### config.mk
export PLATFORM = sky130hd
export DESIGN_NAME = acs_ctrl
export DESIGN_NICKNAME = d
export VERILOG_FILES = /design/src/acs_pkg.sv /design/src/acs_ctrl.sv
export SDC_FILE = /design/constraint.sdc
export NUM_CORES = 1
export LEC_CHECK = 0
export BUFFER_PORTS_ARGS = -buffer_cell sky130_fd_sc_hd__buf_2
export CORE_AREA = 2 2 39 41
export DETAILED_ROUTE_END_ITERATION = 8
export DIE_AREA = 0 0 41 43
export GPL_ROUTABILITY_DRIVEN = 0
export PLACE_DENSITY = 0.61
export SYNTH_ARGS = -nofsm -noshare
export SYNTH_HDL_FRONTEND = slang
export SYNTH_SLANG_ARGS = --single-unit
### constraint.sdc
create_clock -name clock -period 2 [get_ports clock]
set_input_delay 0.2 -clock clock [delete_from_list [all_inputs] [get_ports clock]]
set_output_delay 0.2 -clock clock [all_outputs]
set_load 0.02 [all_outputs]
### src/acs_pkg.sv
// shared types, codes and constants of the alignment coverage segmenter
// used by the controller, datapath and top level; depends on nothing else
`default_nettype none

package acs_pkg;

   localparam int POSITIONS_DEFAULT = 4096;

   localparam int USED_W = 13;
   localparam logic [USED_W-1:0] USED_RESET = 13'd4096;

   localparam int OP_W = 2;
   localparam logic [OP_W-1:0] OP_CLEAR  = 2'd0;
   localparam logic [OP_W-1:0] OP_RECORD = 2'd1;
   localparam logic [OP_W-1:0] OP_SCAN   = 2'd2;

   localparam int STATUS_W = 2;
   localparam logic [STATUS_W-1:0] STATUS_OK           = 2'd0;
   localparam logic [STATUS_W-1:0] STATUS_LEN_MISMATCH = 2'd1;
   localparam logic [STATUS_W-1:0] STATUS_OUT_OF_RANGE = 2'd2;

   // one table entry: longest alignment covering a position
   typedef struct packed {
      logic        valid;
      logic [15:0] partner;
      logic [19:0] pcoord;
      logic [12:0] len;
      logic        is_unique;
   } entry_type;

   localparam int ENTRY_W = $bits(entry_type);

   typedef struct packed {
      logic [OP_W-1:0] op;
      logic [12:0]     first_pos;
      logic [12:0]     end_pos;
      logic [15:0]     partner_index;
      logic [19:0]     partner_first;
      logic [19:0]     partner_end;
      logic [12:0]     align_len;
   } item_type;

   typedef struct packed {
      logic [STATUS_W-1:0] status;
      logic                seg_valid;
      logic [12:0]         seg_first;
      logic [12:0]         seg_last;
      logic [15:0]         seg_partner;
      logic [20:0]         seg_partner_first;
      logic [20:0]         seg_partner_last;
      logic [13:0]         seg_span;
      logic                seg_unique;
      logic                scan_done;
   } result_type;

   // controller to datapath
   typedef struct packed {
      logic capture;
      logic decode;
      logic sweep_wr;
      logic rec_rd;
      logic rec_wr;
      logic scan_rd;
      logic scan_close;
      logic scan_last;
      logic out_load;
   } cmd_type;

   // datapath to controller
   typedef struct packed {
      logic [OP_W-1:0] op;
      logic            rec_walk;
      logic            sweep_last;
      logic            rec_last;
      logic            scan_is_last;
      logic            out_free;
   } sts_type;

endpackage

`default_nettype wire

### src/acs_ctrl.sv
// controller state machine: sequences clearing sweeps, record walks and scan
// steps and hands results to the output register; uses acs_pkg
`default_nettype none

module acs_ctrl (
   input  wire logic             clock,
   input  wire logic             reset,
   input  wire logic             req_valid,
   output logic                  req_ready,
   output acs_pkg::cmd_type      cmd,
   input  wire acs_pkg::sts_type sts
);

   import acs_pkg::*;

   localparam logic [3:0] S_INIT       = 4'd0;
   localparam logic [3:0] S_IDLE       = 4'd1;
   localparam logic [3:0] S_DECODE     = 4'd2;
   localparam logic [3:0] S_CLEAR      = 4'd3;
   localparam logic [3:0] S_REC_RD     = 4'd4;
   localparam logic [3:0] S_REC_WR     = 4'd5;
   localparam logic [3:0] S_SCAN_RD    = 4'd6;
   localparam logic [3:0] S_SCAN_CLOSE = 4'd7;
   localparam logic [3:0] S_SCAN_LAST  = 4'd8;
   localparam logic [3:0] S_FINISH     = 4'd9;

   logic [3:0] state_ff, state_in;

   always_comb begin
      state_in  = state_ff;
      cmd       = '0;
      req_ready = 1'b0;
      case (state_ff)
         S_INIT: begin
            cmd.sweep_wr = 1'b1;
            if (sts.sweep_last) begin
               state_in = S_IDLE;
            end
         end
         S_IDLE: begin
            req_ready = 1'b1;
            if (req_valid) begin
               cmd.capture = 1'b1;
               state_in = S_DECODE;
            end
         end
         S_DECODE: begin
            cmd.decode = 1'b1;
            case (sts.op)
               OP_CLEAR:  state_in = S_CLEAR;
               OP_RECORD: state_in = sts.rec_walk ? S_REC_RD : S_FINISH;
               OP_SCAN:   state_in = S_SCAN_RD;
               default:   state_in = S_FINISH;
            endcase
         end
         S_CLEAR: begin
            cmd.sweep_wr = 1'b1;
            if (sts.sweep_last) begin
               state_in = S_FINISH;
            end
         end
         S_REC_RD: begin
            cmd.rec_rd = 1'b1;
            state_in = S_REC_WR;
         end
         S_REC_WR: begin
            cmd.rec_wr = 1'b1;
            state_in = sts.rec_last ? S_FINISH : S_REC_RD;
         end
         S_SCAN_RD: begin
            cmd.scan_rd = 1'b1;
            state_in = S_SCAN_CLOSE;
         end
         S_SCAN_CLOSE: begin
            cmd.scan_close = 1'b1;
            state_in = sts.scan_is_last ? S_SCAN_LAST : S_FINISH;
         end
         S_SCAN_LAST: begin
            cmd.scan_last = 1'b1;
            state_in = S_FINISH;
         end
         S_FINISH: begin
            if (sts.out_free) begin
               cmd.out_load = 1'b1;
               state_in = S_IDLE;
            end
         end
         default: begin
            state_in = S_IDLE;
         end
      endcase
   end

   always_ff @(posedge clock) begin
      if (reset) begin
         state_ff <= S_INIT;
      end else begin
         state_ff <= state_in;
      end
   end

endmodule

`default_nettype wire

# [Word-level counts from Yosys, hierarchy flattened]
# Index checks and enable logic that the tools add are counted.
[op_classes] n_eq_ne=15 n_mux=21 reduce_logical=4
[ops] op="$pmux 4 s10" count=1
[ops] op="$mux 4" count=6
[ops] op="$eq 4x3->1 const B" count=4
[ops] op="$mux 1" count=13
[ops] op="$pmux 4 s3" count=1
[ops] op="$eq 4x2->1 const B" count=2
[ops] op="$eq 4x4->1 const B" count=2
[ops] op="$ne 2x2->1 const B" count=4
[ops] op="$eq 4x1->1 const B" count=1
[ops] op="$logic_not 4->1" count=1
[ops] op="$reduce_and 4->1" count=1
[ops] op="$eq 2x1->1 const B" count=1
[ops] op="$eq 2x2->1 const B" count=1
[ops] op="$logic_not 2->1" count=1
[ops] op="$reduce_or 2->1" count=1
[totals] reg_bits=4 elab_cells=41 output_inout_bits=10 inputBits=10

# [Logic depth before layout (Yosys ltp)]
[depth] depth_word=3 ltp_mapped=5 depth_no_buf=4

# [Worst setup path after synthesis]
# No wires, ideal clock.
[synth_timing] path_kind="reg-to-reg" start="register state_ff[2]" end="register state_ff[3]" period_less_slack_ps=1731 required_time_ps=1930 path_stages_with_launch=5 t_arrival_ps=1661 setup_time_ps=70 setup_slack_ps=269 path_buffers=0 path_cell_list="dfxtp_1 > nor4bb_1 > a221o_1 > o32ai_1 > a21oi_1"
[synth_via] elab_chain_cells=3 word_cells_on_any_way=16 cone_classes="eq/ne (13); mux (1); reduce/logical (2)"
[synth_rtl] element="from (decl)" line_no="acs_ctrl.sv:27" rtl="logic [3:0] state_ff, state_in;"
[synth_rtl] element="from (signal assigned)" line_no="acs_ctrl.sv:98" rtl="state_ff <= state_in;"
[synth_rtl] element="$eq 4x2->1, or another cell as far along" line_no="acs_ctrl.sv:33" rtl="case (state_ff)"
[synth_rtl] element="$ne 2x2->1 (no source line)"
[synth_rtl] element="$reduce_and 4->1 (no source line)"
# Several ways; a longest one is shown, not always the timed one.
# A chain may end at the register's enable or synchronous reset.

==> impl_metrics.env <==
export IMPL_largest_reg_flops=4
export IMPL_max_freq_ghz=0.560
export IMPL_critPathLaunch="state_ff[1]$_SDFFE_PP0P_"
export IMPL_crit_required_ns=1.80
export IMPL_clock_sinks=4
export IMPL_synthesis_area_um2=425
export IMPL_worst_setup_path_start_kind="flop"
export IMPL_p_per_area_nw_per_um2=523
export IMPL_drc=0
export IMPL_tritoncts="yes"
export IMPL_drv_slew=0
export IMPL_cts_setup_buffers=0
export IMPL_clkTransAtPathRegs_ns=0.04
export IMPL_antenna_cells_inserted=0
export IMPL_finalHoldViolCount=0
export IMPL_grt_pass1_wl_um=1840
export IMPL_wl_um=1150
export IMPL_worst_slew_pin_slew_ns=0.521
export IMPL_cts_resized=0
export IMPL_hold_class="primary input to flop"
export IMPL_globalRouteTotalUtil_pct=15.3
export IMPL_final_util_pct=38.9
export IMPL_dieArea_um2=1760
export IMPL_rows=14
export IMPL_ys_seq_elements=4
export IMPL_reg_top3="state_ff x4"
export IMPL_vdd_drop_max_v=0.000239
export IMPL_fin_skew_ns=0.00346
export IMPL_hold_depth=2
export IMPL_via_count=490
export IMPL_cp_max_fo=17
export IMPL_synth_ff_type="dfxtp_1"
export IMPL_finalSetupTns_ns=0
export IMPL_antenna_found_initial=0
export IMPL_placed_area_um2=515
export IMPL_wl_per_cell_um=12.5
export IMPL_asyncSetResetFlopFracSynth_pct=0
export IMPL_drive_gt1_share_pct=31.6
export IMPL_cts_root_buffer="clkbuf_4"
export IMPL_port_buffers=19
export IMPL_routed_via_density=5.33
export IMPL_grt_max_degree=18
export IMPL_insertion_delay_ns=0.23
export IMPL_core_area_um2=1380
export IMPL_final_cells=92
export IMPL_post_dp_hpwl_um=889
export IMPL_maxCapViolCount=0
export IMPL_ant_nets=0
export IMPL_post_route_min_period_ns=1.78
export IMPL_holdBufCountCts=0
export IMPL_worstSetupPathType="flop to output port"
export IMPL_status="finished clean"
export IMPL_synth_edf_count=0
export IMPL_crit_path_end_kind="output port"
export IMPL_cts_buffers=3
export IMPL_ff2ff_path_depth=4
export IMPL_largest_register="state_ff"
export IMPL_firstDrtPassIters=4
export IMPL_start_util_pct=30.7
export IMPL_synth_avg_cell_area_um2=7.33
export IMPL_h_tree_depth=1
export IMPL_drtIter0Drc=6
export IMPL_die_y_um=43
export IMPL_dpl_worst_slack_ns=0.309
export IMPL_fin_ws_ns=0.215
export IMPL_ioPinCount=20
export IMPL_grt_pass1_vias=449
export IMPL_final_cell_area_um2=538
export IMPL_syn_to_final_growth_pct=26.5
export IMPL_fin_crit_sh_pct=89.2
export IMPL_r2r_start="state_ff[1]$_SDFFE_PP0P_"
export IMPL_die_w_um=41
export IMPL_synth_cells=58
export IMPL_yosysWarnings=0
export IMPL_ys_types=31
export IMPL_overflow=0
export IMPL_relSlewSlack_pct=65.2
export IMPL_nets=88
export IMPL_fillers=153
export IMPL_cp_arrival_ns=1.58
export IMPL_place_inst=89
export IMPL_synth_nets=68
export IMPL_worstHoldStart="reset"
export IMPL_leakage_nw=0.257
export IMPL_setup_viol=0
export IMPL_cts_buffer_depth=2
export IMPL_grt_setup_unrepaired="no"
export IMPL_yosysSeqAreaShare_pct=18.8
layout make-up:
cell class	count	area, um2	share of cell area, %
Multi-Input combinational cell	48	313	58.1
Timing Repair Buffer	19	95.1	17.7
Sequential cell	4	80.1	14.9
Clock buffer	3	22.5	4.19
Tap cell	16	20.0	3.72
Inverter	2	7.51	1.40
layout by cell type, fill, tap and decap left out, types with 2 or more instances in the layout:
cell | synthesis | final
clkbuf_4 | 0 | 3
o21ai_0 | 3 | 3
nand2_1 | 3 | 3
inv_1 | 2 | 2
dfxtp_1 | 4 | 4
a21oi_1 | 4 | 4
nor2b_1 | 5 | 5
nor3_1 | 5 | 5
and3_1 | 2 | 2
nor2_1 | 5 | 5
nand2b_1 | 3 | 3
buf_2 | 2 | 19
path summary, 6_finish.rpt:
path                         endpoint  slack (ns)
max                            cmd[2]        0.22
max reg2reg  state_ff[3]$_SDFFE_PP0P_        0.30
min          state_ff[3]$_SDFFE_PP0P_        0.18
min reg2reg  state_ff[3]$_SDFFE_PP0P_        0.75
through the flow:
| step | hold slack [ns] | power (mW) |
|---|---|---|
| floorplan | 0.269 | 0.157 |
| global placement | 0.411 | 0.182 |
| detailed placement | 0.413 | 0.183 |
| CTS | 0.171 | 0.285 |
| global route | 0.164 | 0.304 |
| finish | 0.177 | 0.281 |
cells by family (layout without fill, tap and decap cells):
| family | Yosys count | count (layout) | synth area share (%) |
|---|---|---|---|
| compound gates | 15 | 15 | 24.7 |
| xor+xnor | 1 | 1 | 2.06 |
| buf+inv | 6 | 24 | 7.65 |
| flops | 4 | 4 | 18.8 |
| simple gates | 32 | 32 | 46.8 |
report_power, final:
| group | switching, mW | internal [mW] |
|---|---|---|
| sequential | 0.0147 | 0.0843 |
| combinational | 0.0470 | 0.0360 |
| clock | 0.0321 | 0.0671 |
| total | 0.0938 | 0.187 |
critical path, cell delays in order (launching register included):
cell     delay (ns)
dfxtp_1        0.64
nor2b_1        0.33
and3_1         0.22
buf_2          0.17
per-layer routing:
layer  vias up  track usage, %  wire length (um)  part of all wire, %
li1        249               -                 -                    -
met1       221            19.3               501                   44
met2        18            21.9               567                   49
met3         2            3.14                65                  5.6
met4         0            10.7                16                  1.4
met5         -               0                 0                    0
cell usage after synthesis (2+ instances only):
| library cell | number | area, um2 |
|---|---|---|
| inv_1 | 2 | 7.51 |
| nor2_1 | 5 | 18.8 |
| nor3_1 | 5 | 25.0 |
| nand2_1 | 3 | 11.3 |
| dfxtp_1 | 4 | 80.1 |
| a21oi_1 | 4 | 20.0 |
| nand2b_1 | 3 | 18.8 |
| and3_1 | 2 | 12.5 |
| o21ai_0 | 3 | 15.0 |
| buf_2 | 2 | 10.0 |
| nor2b_1 | 5 | 31.3 |
(Power assumes the default switching activity.)
